File: src/hw/rtl/glf_judge.sv
module glf_judge #(
  parameter int MAG_BITS = 32
) (
  input  logic [MAG_BITS:0] center_i,
  input  logic [MAG_BITS:0] upper_i,
  input  logic [MAG_BITS:0] lower_i,
  input  logic [MAG_BITS:0] left_i,
  input  logic [MAG_BITS:0] right_i,
  input  logic              side_en_i,
  output logic              is_min_o
);

  function automatic logic less_than(logic [MAG_BITS:0] a, logic [MAG_BITS:0] b);
    return !a[MAG_BITS] && !b[MAG_BITS] && (a[MAG_BITS-1:0] < b[MAG_BITS-1:0]);
  endfunction

  logic vert_ok;
  logic side_ok;

  assign vert_ok  = less_than(center_i, upper_i) && less_than(center_i, lower_i);
  assign side_ok  = less_than(center_i, left_i) && less_than(center_i, right_i);
  assign is_min_o = vert_ok && (side_ok || !side_en_i);

endmodule

File: config.mk
export PLATFORM = sky130hd
export DESIGN_NAME = glf_judge
export DESIGN_NICKNAME = d
export VERILOG_FILES = /design/src/hw/rtl/glf_judge.sv
export SDC_FILE = /design/constraint.sdc
export NUM_CORES = 1
export LEC_CHECK = 0
export BUFFER_PORTS_ARGS = -buffer_cell sky130_fd_sc_hd__buf_4
export CORE_MARGIN = 2
export CORE_UTILIZATION = 32
export DETAILED_ROUTE_END_ITERATION = 16
export MAX_ROUTING_LAYER = met4
export PLACE_DENSITY_LB_ADDON = 0.1
export SLEW_MARGIN = 30
export SYNTH_ARGS = -nofsm -noshare
export SYNTH_HDL_FRONTEND = slang
export SYNTH_SLANG_ARGS = --single-unit
File: constraint.sdc
create_clock -name vclk -period 1.92
set_input_delay 0.096 -clock vclk [all_inputs]
set_output_delay 0.096 -clock vclk [all_outputs]
set_load 0.01 [all_outputs]
# --- Word-level counts from Yosys, hierarchy flattened ---
# Index checks and enable logic that the tools add are counted.
word_totals:
  input_bits: 166
  register_bits: 0
  elab_cells: 22
  output_inout_bits: 1
op_classes:
  reduce_logical: 18
  n_lt_le_gt_ge: 4
op_table:
  columns: ["op", "n"]
  rows:
  - ["< comparator 32 bit", 4]
  - ["logical AND 1 bit", 11]
  - ["logical NOT 1 bit", 6]
  - ["logical OR 1 bit", 1]

# --- Logic depth before layout (Yosys ltp) ---
# Gate-level depths: netlist of the first run.
logic_depth:
  word_depth: 6
  depth_mapped: 8
  mapped_depth_nobuf: 8

# --- Least setup slack after synthesis of the first run ---
# Ideal clock, no wire load.
synth_timing:
  kind: "input to output"
  start: "input upper_i[31]"
  end: "output is_min_o"
  required_time_ns: 1.824
  setup_slack_ns: 0.107
  path_buffers: 0
  cell_stages: 7
  t_arrival_ns: 1.717
  cell_sequence: "inv_1 > ha_1 > or4_4 > a2111oi_4 > o2111ai_1 > nor4_1 > o311a_1"
synth_between:
  elab_chain_cells: 4
synth_lines:
  columns: ["element", "line", "source"]
  rows:
  - ["start: declaration", "5", "input logic [MAG_BITS:0] upper_i,"]
  - ["< comparator 32 bit", "14", "return !a[MAG_BITS] && !b[MAG_BITS] && (a[MAG_BITS-1:0] < b[MAG_BITS-1:0]);"]
  - ["logical AND 1 bit", "14", null]
  - ["logical AND 1 bit", "20", "assign vert_ok = less_than(center_i, upper_i) && less_than(center_i, lower_i);"]
  - ["logical AND 1 bit", "22", "assign is_min_o = vert_ok && (side_ok || !side_en_i);"]
  - ["end: declaration", "10", "output logic is_min_o"]
# Every way passes these cells.

# --- Final worst setup path of the first run ---
layout_timing:
  start: "input center_i[28]"
  end: "output is_min_o"
layout_between:
  elab_chain_cells: 5
  elab_cells_between_ends: 12
  classes_between: "order compare (4); reduce/logical (8)"
layout_lines:
  columns: ["element", "line", "source"]
  rows:
  - ["start: declaration", "4", "input logic [MAG_BITS:0] center_i,"]
  - ["< comparator 32 bit", "14", null]
  - ["logical AND 1 bit", "14", null]
  - ["logical AND 1 bit", "21", "assign side_ok = less_than(center_i, left_i) && less_than(center_i, right_i);"]
  - ["logical OR 1 bit", "22", null]
  - ["logical AND 1 bit *", "22", null]
# Every way passes the cells marked *; elsewhere a longest branch is shown, timed or not.

==> results.toml, run 1 <==
[power_and_ir_drop]
p_switching_mw = 0.421
cellInternalPower_mw = 0.508
switching_share = 0.453
clockPowerShare = 0
power_per_cell_area_nw_per_um2 = 190
finalPower_mw = 0.929
power_leakage_nw = 2.91
seqPwrFrac = 0
ir_drop_v = 0.0000733
pwr-share-comb = 1.000

[layout]
n_antenna_cell = 0
area_growth_pct = 54.8
num-nets-final = 933
fin_cells = 774
clock_buffers = 0
regArea_um2 = 0
fin_util = 0.505
layout-drive-gt1-share = 0.328
design_area_um2 = 4890
sequential_cell_total = 0
fillers = 984

[synth]
synth_cell_types = 33
synth.avg_cell_area_um2 = 6.97
ys_warn_count = 0
netlist_area_um2 = 3160
synth-seq-area-share = 0
syn-num-nets = 743
netlist_instances = 453

[placed_design]
place_area_um2 = 4740
dp.final_hpwl_um = 8870
io_buffer_count = 167
place_congestion = 0.907
dp.cells = 775
place_ws_ns = -0.283

[clock_network]
cts_setup_buffers = 0
cts_hold_buffers = 0

[global_route]
grt_pass1_vias = 3579
grt_antenna_before_repair = 0
grt_pass1_wl_um = 15200
grt_max_degree = 5
overflow = 0
track_usage = 0.180

[critical_path]
cp_max_fo = 4
cp_cell_sequence = "buf_4, ha_1, a211oi_2, nor2_2, a2111oi_4, o2111ai_2, nor4_2, o311a_1, buf_6"
slowest_stage = "a2111oi_4"
critical-path-top-delay-family = "compound AO/OA/AOI/OAI gates"
crit_required_ns = 1.82
crit_path_start_kind = "input port"
startpoint = "center_i[28]"
crit_path_max_incr_delay_ns = 0.36
critPathArrivalTime_ns = 1.94
worstSetupPathType = "input port to primary output"
crit_buf_inv = 2
worstSetupEndpointType = "primary output"

[sta]
drv_slew = 0
fin_crit_ns = 2.04
worst_pin_slew_ns = 0.296
whs_ns = 0.771
fmax_ghz = 0.491
maxSlewHeadroom = 0.801
hold_viol_final = 0
setup_viol = 1
rsz0062_at_grt = "yes"
fin_crit_sh = 1.06
worst_slack_ns = -0.118
fin_setup_tns_ns = -0.118

[floorplan]
coreArea_um2 = 9680
ios = 167
dieArea_um2 = 10700
dieWidth_um = 103
die_height_um = 103
initial_core_util = 0.326
num_rows = 36

[drt]
antenna_left = 0
vias = 3587
dr.pass1.iters = 4
routed_via_density = 4.63
drcViolationCount = 0
routed_wirelength_um = 9620
drt_iter0_markers = 57
wire_per_inst_um = 12.4

[flow_run]
maxCapViolations = 0

[hold_path]
hold_path.class = "input port to primary output"
hp-start = "lower_i[32]"

[outcome]
violations = "negative setup slack"
status = "finished, violations left"
[cells by family after synthesis]
| kind of cell | Yosys count | synth area share |
|---|---|---|
| adder cells (fa/ha/maj) | 124 | 0.491 |
| AND/OR/NAND/NOR | 94 | 0.153 |
| buffers and inverters | 130 | 0.154 |
| AO/OA/AOI/OAI | 105 | 0.202 |
[worst paths after layout]
check,endpoint,slack [ns],cells past startpoint
worst max-delay path,is_min_o,-0.12,9
worst min-delay path,is_min_o,0.77,7
[timing repair]
| item | in CTS | in global routing |
|---|---|---|
| gates resized for setup | 19 | 6 |
| endpoints found under the setup margin | 1 | 1 |
| pin swaps | 13 | 3 |
| cloned | 0 | 0 |
[worst min-delay path: stages]
cell	delay [ns]
buf_4	0.08
or4_4	0.12
a2111oi_4	0.04
o2111ai_2	0.07
nor4_2	0.05
o311a_1	0.11
buf_6	0.12
[synthesized netlist by cell type (5+ instances only)]
library cell / instances / area (um^2)
ha_1: 124 / 1550
inv_1: 130 / 488
nor3_1: 6 / 30.0
nor4_1: 5 / 31.3
a211oi_1: 6 / 45.0
o21ai_0: 23 / 115
nand2_1: 37 / 139
nand2b_1: 5 / 31.3
o21ai_1: 5 / 25.0
a21oi_1: 48 / 240
nand4_1: 14 / 87.6
nor2_1: 14 / 52.6
[area by class of cell]
type | instances | area [um^2] | share of cell area
timing repair buffer | 188 | 1430 | 0.292
tap | 133 | 166 | 0.0340
multi-input combinational | 323 | 2810 | 0.575
inverter | 130 | 488 | 0.0998
[per-layer routing]
metal  GRT usage  vias up  share of wire
li1            -     1948              -
met1       0.214     1516           0.44
met2       0.331      111           0.48
met3      0.0202       12          0.065
met4      0.0263        0          0.017
met5           -        -              0
[power groups by stage]
stage,registers [mW],clock network [mW],logic [mW]
floorplan,0,0,0.436
global placement,0,0,0.876
detailed placement,0,0,0.898
CTS,0,0,0.930
global route,0,0,1.07
finish,0,0,0.929
[cells in the final DEF (no fill, tap or decap), drive strengths merged, types with 2 or more instances in the layout]
cell type,n
nand4,15
and4,4
a2111o,2
nor3,6
inv,130
nor4,5
a311oi,2
buf,188
nand2b,5
a21o,4
ha,124
nor2b,2
nand3,3
nor2,14
nand2,37
o211ai,2
a21oi,48
o21ai,28
a211oi,6
a22oi,4
No activity file was read; power rests on OpenSTA's default activity.
==> run 2, diff against run 1 <==
--- a/config.mk
+++ b/config.mk
@@ -10,7 +10,6 @@
 export CORE_UTILIZATION = 32
 export DETAILED_ROUTE_END_ITERATION = 16
 export MAX_ROUTING_LAYER = met4
-export PLACE_DENSITY_LB_ADDON = 0.1
 export SLEW_MARGIN = 30
 export SYNTH_ARGS = -nofsm -noshare
 export SYNTH_HDL_FRONTEND = slang
==> run 2 against run 1 <==
The run still ends with negative setup slack left. Combinational power about the same. Sequential share of layout area unchanged. Routed wire length up 0.26%. Critical path depth unchanged. Hold slack worse by 0.0036 ns. Critical path type unchanged. Highest routed layer unchanged.
==> results.toml, run 2 (same netlist as run 1, synthesis figures left out) <==
[layout]
layout-drive-gt1-share = 0.328
fillers = 975
n_antenna_cell = 0
layout_common_cells = "176 x buf_4, 130 x inv_1, 118 x ha_1, 48 x a21oi_1, 36 x nand2_1"
area_growth_pct = 54.4
multiInputGateArea_um2 = 2840
num-nets-final = 926
layout_commonest_cell = "buf_4"
regArea_um2 = 0
sequential_cell_total = 0
clock_buffers = 0
fin_util = 0.504

[floorplan]
die_height_um = 103
ios = 167
initial_core_util = 0.326
dieArea_um2 = 10700
dieWidth_um = 103
num_rows = 36
coreArea_um2 = 9680

[critical_path]
worstSetupPathType = "input port to primary output"
cp_max_fo = 3
crit_required_ns = 1.82
startpoint = "center_i[1]"
critPathArrivalTime_ns = 1.88
worstSetupEndpointType = "primary output"
crit_path_start_kind = "input port"

[outcome]
status = "finished, violations left"
violations = "negative setup slack"

[power_and_ir_drop]
ir_drop_v = 0.0000844
p_switching_mw = 0.428
cellInternalPower_mw = 0.504
power_per_cell_area_nw_per_um2 = 191
seqPwrFrac = 0
switching_share = 0.460
clockPowerShare = 0
power_leakage_nw = 2.88
pwr-share-comb = 1.000

[placed_design]
io_buffer_count = 167
place_congestion = 0.831
place_ws_ns = -0.276
dp.final_hpwl_um = 8940

[sta]
rsz0062_at_grt = "yes"
drv_slew = 0
maxSlewHeadroom = 0.793
fmax_ghz = 0.505
whs_ns = 0.767
worst_pin_slew_ns = 0.307
fin_crit_ns = 1.98
fin_crit_sh = 1.03
worst_slack_ns = -0.0606
hold_viol_final = 0
setup_viol = 1

[global_route]
grt_pass1_wl_um = 15300
overflow = 0
grt_max_degree = 5
track_usage = 0.179
grt_pass1_vias = 3633
grt_antenna_before_repair = 0

[drt]
drcViolationCount = 0
dr.pass1.iters = 4
wire_per_inst_um = 12.6
antenna_left = 0
routed_wirelength_um = 9650
routed_via_density = 4.72
vias = 3622
drt_iter0_markers = 36

[flow_run]
maxCapViolations = 0

[hold_path]
hp-start = "center_i[15]"
hold_path.class = "input port to primary output"
run 2: layout make-up:
type,count,area share
Tap cell,133,0.0341
Multi-Input combinational cell,323,0.583
Timing Repair Buffer,181,0.283
Inverter,130,0.100
run 2: path summary, 6_finish.rpt:
check | end | slack [ns] | cells past startpoint
setup / recovery | is_min_o | -0.06 | 9
hold / removal | is_min_o | 0.77 | 5
run 2: per-layer routing:
layer | part of all wire | GRT usage | vias up
met5 | 0 | - | -
met4 | 0.0050 | 0.0101 | 0
met3 | 0.066 | 0.0161 | 4
met2 | 0.50 | 0.342 | 105
met1 | 0.43 | 0.211 | 1583
li1 | - | - | 1930
run 2: through the flow:
stage	total power, mW	cell area [um^2]	cells	TNS, ns
3_3_place_gp	0.862	4680	767	-0.255
2_1_floorplan	0.436	3160	453	0
3_5_place_dp	0.893	4680	767	-0.276
4_1_cts	0.933	4820	767	-0.0710
6_report	0.932	4880	767	-0.0606
5_1_grt	1.07	4880	767	-0.177
run 2: worst max-delay path, stage by stage:
cell and delay [ns]:
buf_8 0.10, buf_6 0.11, ha_4 0.20, a2111o_1 0.42
a311oi_2 0.21, a21oi_1 0.12, nor4_2 0.30, o311a_1 0.22
buf_6 0.11
run 2: what timing repair did:
action | 4_1_cts | 5_1_grt
hold buffers | 0 | 0
buffers inserted | 0 | 0
resized for setup | 23 | 9
endpoints found under the setup margin | 1 | 1
pin swaps | 17 | 10
run 2: power by group through the flow:
stage	Sequential [mW]	Clock (mW)	Combinational [mW]
floorplan	0	0	0.436
global placement	0	0	0.862
detailed placement	0	0	0.893
CTS	0	0	0.933
global route	0	0	1.07
finish	0	0	0.932
