==> config.mk <==
export PLATFORM = sky130hd
export DESIGN_NAME = glf_cfg_regs
export DESIGN_NICKNAME = d
export VERILOG_FILES = /design/src/hw/rtl/glf_pkg.sv /design/src/hw/rtl/glf_cfg_regs.sv
export SDC_FILE = /design/constraint.sdc
export NUM_CORES = 1
export LEC_CHECK = 0
export BUFFER_PORTS_ARGS = -buffer_cell sky130_fd_sc_hd__buf_2
export CAP_MARGIN = 20
export CELL_PAD_IN_SITES_DETAIL_PLACEMENT = 1
export CELL_PAD_IN_SITES_GLOBAL_PLACEMENT = 1
export CORE_MARGIN = 8
export CORE_UTILIZATION = 25
export CTS_BUF_LIST = sky130_fd_sc_hd__clkbuf_16
export DETAILED_ROUTE_END_ITERATION = 16
export PLACE_DENSITY_LB_ADDON = 0.1
export SYNTH_ARGS = -nofsm -noshare
export SYNTH_HDL_FRONTEND = slang
export SYNTH_SLANG_ARGS = --single-unit
==> constraint.sdc <==
create_clock -name clk_i -period 1.9 [get_ports clk_i]
set_input_delay 0.19 -clock clk_i [delete_from_list [all_inputs] [get_ports clk_i]]
set_output_delay 0.19 -clock clk_i [all_outputs]
set_load 0.005 [all_outputs]
==> src/hw/rtl/glf_pkg.sv <==
package glf_pkg;

  localparam int CFG_W  = 11;
  localparam int IDX_W  = 10;
  localparam int APB_AW = 3;
  localparam int APB_DW = 32;

  localparam logic [CFG_W-1:0] RESET_SIZE = 11'd3;

  typedef enum logic {
    REG_ROWS = 1'b0,
    REG_COLS = 1'b1
  } reg_idx_e;

  typedef struct packed {
    logic [CFG_W-1:0] rows;
    logic [CFG_W-1:0] cols;
    logic             restart;
  } cfg_t;

endpackage

==> src/hw/rtl/glf_cfg_regs.sv <==
module glf_cfg_regs #(
  parameter int MAX_ROWS = 1024,
  parameter int MAX_COLS = 1024
) (
  input  logic                        clk_i,
  input  logic                        rst_ni,
  input  logic                        psel,
  input  logic                        penable,
  input  logic                        pwrite,
  input  logic [glf_pkg::APB_AW-1:0] paddr,
  input  logic [glf_pkg::APB_DW-1:0] pwdata,
  output logic [glf_pkg::APB_DW-1:0] prdata,
  output logic                        pready,
  output glf_pkg::cfg_t               cfg_o
);
  import glf_pkg::*;

  logic [CFG_W-1:0] rows_q, rows_d;
  logic [CFG_W-1:0] cols_q, cols_d;
  logic             wr_en;
  reg_idx_e         reg_idx;

  function automatic logic [CFG_W-1:0] clamp_size(logic [CFG_W-1:0] v, int unsigned max_v);
    logic [CFG_W-1:0] res;
    begin
      if (v == '0) begin
        res = CFG_W'(1);
      end else if (32'(v) > max_v) begin
        res = CFG_W'(max_v);
      end else begin
        res = v;
      end
      return res;
    end
  endfunction

  assign pready  = 1'b1;
  assign wr_en   = psel && penable && pwrite && pready;
  assign reg_idx = reg_idx_e'(paddr[2]);

  always_comb begin
    rows_d = rows_q;
    cols_d = cols_q;
    if (wr_en) begin
      case (reg_idx)
        REG_ROWS: rows_d = clamp_size(pwdata[CFG_W-1:0], MAX_ROWS);
        REG_COLS: cols_d = clamp_size(pwdata[CFG_W-1:0], MAX_COLS);
        default: ;
      endcase
    end
  end

  always_ff @(posedge clk_i or negedge rst_ni) begin
    if (!rst_ni) begin
      rows_q <= RESET_SIZE;
      cols_q <= RESET_SIZE;
    end else begin
      rows_q <= rows_d;
      cols_q <= cols_d;
    end
  end

  always_comb begin
    case (reg_idx)
      REG_ROWS: prdata = APB_DW'(rows_q);
      REG_COLS: prdata = APB_DW'(cols_q);
      default:  prdata = '0;
    endcase
  end

  assign cfg_o.rows    = rows_q;
  assign cfg_o.cols    = cols_q;
  assign cfg_o.restart = wr_en;

endmodule

=== After elaboration in Yosys (flattened, before gate mapping) ===
Cells that the tools add are included.

* Bits in registers: 22
* Bits of input ports: 40
* Output and inout port bits: 56

* Magnitude comparators: 1
* Mux-type cells: 3
* Bitwise gates (word level): 1
* Reduce and logical (&&, ||, !) cells: 5

{| class="wikitable"
|+ Operators with widths
! operator !! count
|-
| one-hot mux 32 bit (2 select lines) || 1
|-
| two-way mux 11 bit || 2
|-
| > comparator 11 bit (second input constant) || 1
|-
| zero test 11 bit || 1
|-
| AND reduction 2 bit || 2
|-
| logical AND 1 bit || 2
|-
| NOT 1 bit || 1
|}

=== Depth between registers and ports, before layout ===
Gate-level depths: netlist of the first run.

* Depth in word-level cells: 3
* Depth in mapped cells: 4
* Depth with buffers taken out: 3

=== Worst setup path before layout of the first run ===
OpenSTA, ideal clock, no wires.

* Path type: input -> output
* From: input port paddr[2] in the netlist's numbering
* To: output port prdata[0] in the netlist's numbering
* Data arrival time: 0.731 ns
* Required time: 1.710 ns
* Slack: 0.979 ns
* Cell stages on the path: 2
* Buffers on the path: 1
* Cell sequence: buf_2 > mux2_2

* Word-level cells in the longest chain between the ends: 2

{| class="wikitable"
|+ RTL lines
! item !! line !! text
|-
| from (decl) || glf_cfg_regs.sv:10 || <nowiki>input logic [glf_pkg::APB_AW-1:0] paddr,</nowiki>
|-
| NOT 1 bit || -- ||
|-
| one-hot mux 32 bit (2 select lines) (*) || glf_cfg_regs.sv:64 || <nowiki>case (reg_idx)</nowiki>
|-
| to (decl) || glf_cfg_regs.sv:12 || <nowiki>output logic [glf_pkg::APB_DW-1:0] prdata,</nowiki>
|}

Every way passes the cells marked *; elsewhere a longest branch is shown, timed or not. The select of a mux whose other input is x is not followed.

=== Final worst setup path of the first run ===
* From: register cols_q[0]
* To: output port prdata[0] in the netlist's numbering

* Word-level cells in the longest chain between the ends: 1

{| class="wikitable"
|+ RTL lines
! item !! line !! text
|-
| from (decl) || glf_cfg_regs.sv:19 || <nowiki>logic [CFG_W-1:0] cols_q, cols_d;</nowiki>
|-
| from (signal assigned) || glf_cfg_regs.sv:59 || <nowiki>cols_q <= cols_d;</nowiki>
|-
| one-hot mux 32 bit (2 select lines) || glf_cfg_regs.sv:64 ||
|}

Every way passes these cells. The select of a mux whose other input is x is not followed.

==> results of run 1 <==
==> cell type report <==
type / count / area share
clock buffers: 3 / 0.0482
clock inverters: 1 / 0.0193
multi-input cells: 91 / 0.351
flip-flops and latches: 22 / 0.356
well taps: 67 / 0.0538
repair buffers: 52 / 0.172
==> stage by stage <==
step	hold WS [ns]	area [um2]	utilization
floorplan	-0.106	1310	-
finish	0.222	1560	0.328
detailed placement	0.201	1440	0.304
CTS	0.212	1560	0.328
global route	0.235	1560	0.328
global placement	0.189	1440	0.304
==> sequential cells by signal, summed over array words and instances, names as in the netlist <==
name	flops
cols_q	11
rows_q	11
==> synth_stat cells (all sizes together), types with 2 or more instances <==
| cell type | number | area, um2 |
|---|---|---|
| o21ai | 18 | 90.1 |
| dfstp | 4 | 105 |
| nand2b | 8 | 50.1 |
| mux2 | 13 | 146 |
| buf | 28 | 204 |
| nand2 | 20 | 75.1 |
| dfrtp | 18 | 450 |
| conb | 2 | 7.51 |
| o31ai | 2 | 25.0 |
==> metal layers <==
layer	routed length [um]	GRT usage
met5	0	0
met3	299	0.0359
met1	1420	0.102
met4	23	0.0282
met2	1770	0.169
==> cell families after synthesis <==
group | Yosys count | share of synthesized area
compound gates | 21 | 0.0983
mux | 13 | 0.119
simple gates | 35 | 0.159
flops | 22 | 0.450
buf+inv | 29 | 0.168
other cells | 2 | 0.00608
==> report_power, final <==
| group | total (mW) | switching [mW] | internal (mW) |
|---|---|---|---|
| logic | 0.310 | 0.154 | 0.156 |
| registers | 0.602 | 0.0518 | 0.550 |
| clock network | 0.585 | 0.167 | 0.418 |
| total | 1.50 | 0.372 | 1.12 |
==> worst max path at each step <==
stage	startpoint	to	slack (ns)	cells after the start
after global routing	cols_q[0]	prdata[0]	0.61	2
final	cols_q[0]	prdata[0]	0.66	2
after global placement	paddr[2]	cols_q[0]	0.50	4
after CTS	cols_q[0]	prdata[0]	0.65	2
after floorplan	paddr[2]	prdata[0]	0.98	2
after detailed placement	paddr[2]	cols_q[0]	0.50	4
==> worst max-delay path, stage by stage (launching register included) <==
cell,delay [ns]
dfstp_2,0.55
mux2_2,0.14
buf_2,0.10
==> results.py, run 1 <==
metrics = {
    "run_status": {
        "status": "complete, no violations",
    },
    "clocking": {
        "ctsLongestPathBuffers": 2,
        "htreeDepth": 1,
        "root_buffer": "clkbuf_16",
        "ctsHoldBuffers": 1,
        "cts_resized": 0,
        "numClockSinks": 22,
        "cts_buffers": 3,
        "cts_tree": "done",
        "clock_latency_ns": 0.25,
        "postCtsSetupBuffers": 0,
        "cts.clk_slew.worst_paths_ns": 0.06,
    },
    "place": {
        "hpwl_um": 2780,
        "dpl.cell_count": 231,
        "gp_congestion": 0.710,
        "dp_slack_ns": 0.498,
        "io_buffer_count": 50,
    },
    "synth": {
        "synth_cell_types": 21,
        "synth_edf_count": 0,
        "synthArstFlopShare": 1.00,
        "syn-instance-count": 122,
        "seq_area_frac_synth": 0.450,
        "ys_warn_count": 0,
        "synth-seq-cells": 22,
        "synth_flop_cell": "dfrtp_1",
        "syn_area_um2": 1230,
        "avgSynthCellArea_um2": 10.1,
    },
    "power_and_ir_drop": {
        "leakage_nw": 0.821,
        "irDropWorstVdd_uv": 300,
        "p_per_area_nw_per_um2": 960,
        "finalPower_mw": 1.50,
    },
    "final_layout": {
        "diodes": 0,
        "layout_commonest_cell": "buf_2",
        "drive_gt1_frac": 0.456,
        "area_delta_synth_final_pct": 26.2,
        "multi_input_comb_area_um2": 547,
        "fillers": 588,
        "seq_area_um2": 556,
        "num-nets-final": 210,
        "fin_cells": 236,
        "final_cell_mix": "50 x buf_2, 22 x conb_1, 20 x nand2_1, 18 x dfrtp_1, 16 x o21ai_0",
    },
    "worst_setup_path": {
        "critPathArrivalTime_ns": 1.05,
        "critPathKind": "flop to output pin",
        "r2r_start": "rows_q[10]",
        "reg2reg_to": "rows_q[10]",
        "required_ns": 1.71,
        "cp-start-kind": "flop",
        "reg2reg_slack_ns": 1.14,
        "crit_fanout": 3,
        "r2r_cells": 1,
        "end_kind": "output pin",
    },
    "worst_hold_path": {
        "hold_start": "pwdata[1]",
        "hold_depth": 3,
        "hold_path_end": "cols_q[1]",
        "hold_class": "input pin to flop",
    },
    "floorplan": {
        "die_x_um": 86.3,
        "die-height_um": 86.3,
        "num_rows": 25,
        "die_area_um2": 7450,
        "start_util": 0.260,
        "io_pins": 96,
        "fp.coreArea_um2": 4750,
    },
    "timing": {
        "max_freq_ghz": 0.807,
        "setup_slack_ns": 0.661,
        "period_needed_ns": 1.24,
        "clock_skew_ns": 0,
        "fin_crit_sh": 0.652,
        "rsz0062_at_grt": "no",
        "worst_slew_pin_slew_ns": 0.528,
        "setup_violations": 0,
        "hold_violations": 0,
        "slew_headroom": 0.648,
        "fin_tns_setup_ns": 0,
        "slew_viol_final": 0,
    },
    "grt": {
        "grt_pass1_vias": 1142,
        "grt-ovfl-total": 0,
        "grtUsageTotal": 0.0954,
        "grt_pass1_wl_um": 5610,
        "antenna_found_initial": 0,
        "grt_max_degree": 23,
    },
    "drt": {
        "drc": 0,
        "num_vias": 947,
        "routed_via_density": 4.01,
        "dr.pass1.iters": 4,
        "drt_iter0_drc": 24,
        "wl_per_cell_um": 14.9,
        "drt_wl_total_um": 3510,
        "antenna_left": 0,
    },
    "run": {
        "cap_viol_max_count": 0,
    },
}
No activity file was read; power rests on OpenSTA's default activity.
==> inputs of run 2 (changes only) <==
clock period = 1.2 ns   (was 1.9 ns; I/O delays follow)
==> results.py, run 2 (synthesis results as in run 1) <==
metrics = {
    "worst_setup_path": {
        "cp_slowest_stage_delay_ns": 0.40,
        "crit_family": "flip-flops",
        "cp-start-kind": "flop",
        "crit_chain": "mux2_4 > buf_6",
        "cp_num_buf_inv": 1,
        "crit_fanout": 3,
        "end_kind": "output pin",
        "r2r_cells": 3,
        "reg2reg_to": "rows_q[3]",
        "critPathKind": "flop to output pin",
        "slowest_stage": "dfrtp_1",
        "critPathArrivalTime_ns": 1.04,
        "reg2reg_slack_ns": 0.43,
        "r2r_start": "rows_q[3]",
        "required_ns": 1.08,
    },
    "timing": {
        "fin_crit_sh": 0.971,
        "worst_slew_pin_slew_ns": 0.523,
        "setup_violations": 0,
        "period_needed_ns": 1.16,
        "slew_viol_final": 0,
        "slew_headroom": 0.651,
        "max_freq_ghz": 0.859,
        "rsz0062_at_grt": "no",
        "hold_violations": 0,
        "fin_tns_setup_ns": 0,
        "clock_skew_ns": 0,
    },
    "final_layout": {
        "layout_commonest_cell": "buf_2",
        "diodes": 0,
        "area_delta_synth_final_pct": 30.7,
        "drive_gt1_frac": 0.469,
        "final_cell_area_um2": 1610,
        "multi_input_comb_area_um2": 558,
        "reg_top3": "cols_q x11, rows_q x11",
        "num-nets-final": 216,
        "fillers": 573,
        "seq_area_um2": 556,
        "fin_cells": 242,
        "final_cell_mix": "48 x buf_2, 22 x conb_1, 20 x nand2_1, 18 x dfrtp_1, 16 x o21ai_0",
        "fin_util": 0.339,
    },
    "power_and_ir_drop": {
        "leakage_nw": 0.855,
        "irDropWorstVdd_uv": 598,
        "p_per_area_nw_per_um2": 1360,
    },
    "place": {
        "gp_congestion": 0.737,
        "placed_cell_area_um2": 1490,
        "hpwl_um": 2910,
        "dpl.cell_count": 235,
        "io_buffer_count": 50,
    },
    "clocking": {
        "cts_buffers": 3,
        "root_buffer": "clkbuf_16",
        "ctsLongestPathBuffers": 2,
        "cts_tree": "done",
        "numClockSinks": 22,
        "clock_latency_ns": 0.25,
        "htreeDepth": 1,
        "cts.clk_slew.worst_paths_ns": 0.06,
    },
    "drt": {
        "num_vias": 966,
        "dr.pass1.iters": 2,
        "drt_iter0_drc": 18,
        "drt_wl_total_um": 3520,
        "drc": 0,
        "routed_via_density": 3.99,
        "antenna_left": 0,
        "wl_per_cell_um": 14.5,
    },
    "grt": {
        "grt_pass1_vias": 1113,
        "grt-ovfl-total": 0,
        "grt_max_degree": 23,
        "antenna_found_initial": 0,
        "grtUsageTotal": 0.0973,
        "grt_pass1_wl_um": 5660,
    },
    "floorplan": {
        "die-height_um": 86.3,
        "io_pins": 96,
        "die_area_um2": 7450,
        "die_x_um": 86.3,
        "num_rows": 25,
        "start_util": 0.260,
        "fp.coreArea_um2": 4750,
    },
    "worst_hold_path": {
        "hold_class": "input pin to flop",
        "hold_depth": 3,
        "hold_path_end": "rows_q[1]",
        "hold_start": "pwdata[1]",
    },
    "run": {
        "cap_viol_max_count": 0,
    },
    "run_status": {
        "status": "complete, no violations",
    },
}
-- run 2: area by class of cell --
type                    instances  area share
multi-input cells              91       0.346
flip-flops and latches         22       0.344
repair buffers                 58       0.209
well taps                      67      0.0519
clock buffers                   3      0.0465
clock inverters                 1     0.00233
-- run 2: stage by stage --
step | power [mW] | hold slack, ns | setup slack, ns
finish | 2.19 | 0.145 | 0.0353
global placement | 1.46 | 0.115 | 0.141
CTS | 2.20 | 0.141 | 0.0235
detailed placement | 1.48 | 0.134 | 0.121
floorplan | 1.23 | -0.176 | 0.394
global route | 2.35 | 0.148 | 0.000445
-- run 2: worst max-delay path by stage --
| stage | from | end | slack [ns] | cells after the start |
|---|---|---|---|---|
| final | rows_q[3] | prdata[3] | 0.04 | 2 |
| after CTS | cols_q[5] | prdata[5] | 0.02 | 2 |
| after global routing | rows_q[5] | prdata[5] | 0.0004 | 2 |
| after global placement | paddr[2] | cols_q[0] | 0.14 | 5 |
| after detailed placement | pwdata[8] | rows_q[0] | 0.12 | 4 |
| after floorplan | pwdata[8] | rows_q[0] | 0.39 | 3 |
-- run 2: power by group --
part	switching (mW)	internal, mW	total, mW
registers	0.0835	0.871	0.954
clock network	0.252	0.444	0.696
logic	0.252	0.289	0.541
-- run 2: repair_timing --
action / CTS / global route
endpoints found under the setup margin: 0 / 4
hold endpoints to repair: 18 / 0
hold buffers: 1 / 0
setup buffers: 0 / 2
gates resized for setup: 0 / 5
-- run 2: worst register-to-register path, cell delays in order, from the launching register on --
cell	delay, ns
dfrtp_1	0.40
buf_4	0.14
nand2_1	0.04
o21ai_0	0.07
-- run 2: layer usage --
layer / routed length, um / track usage / share of wire / vias to the layer above
li1: - / - / - / 469
met1: 1420 / 0.105 / 0.40 / 455
met2: 1800 / 0.175 / 0.51 / 40
met3: 290 / 0.0416 / 0.082 / 2
met4: 10 / 0.0141 / 0.0028 / 0
met5: 0 / 0 / 0 / -
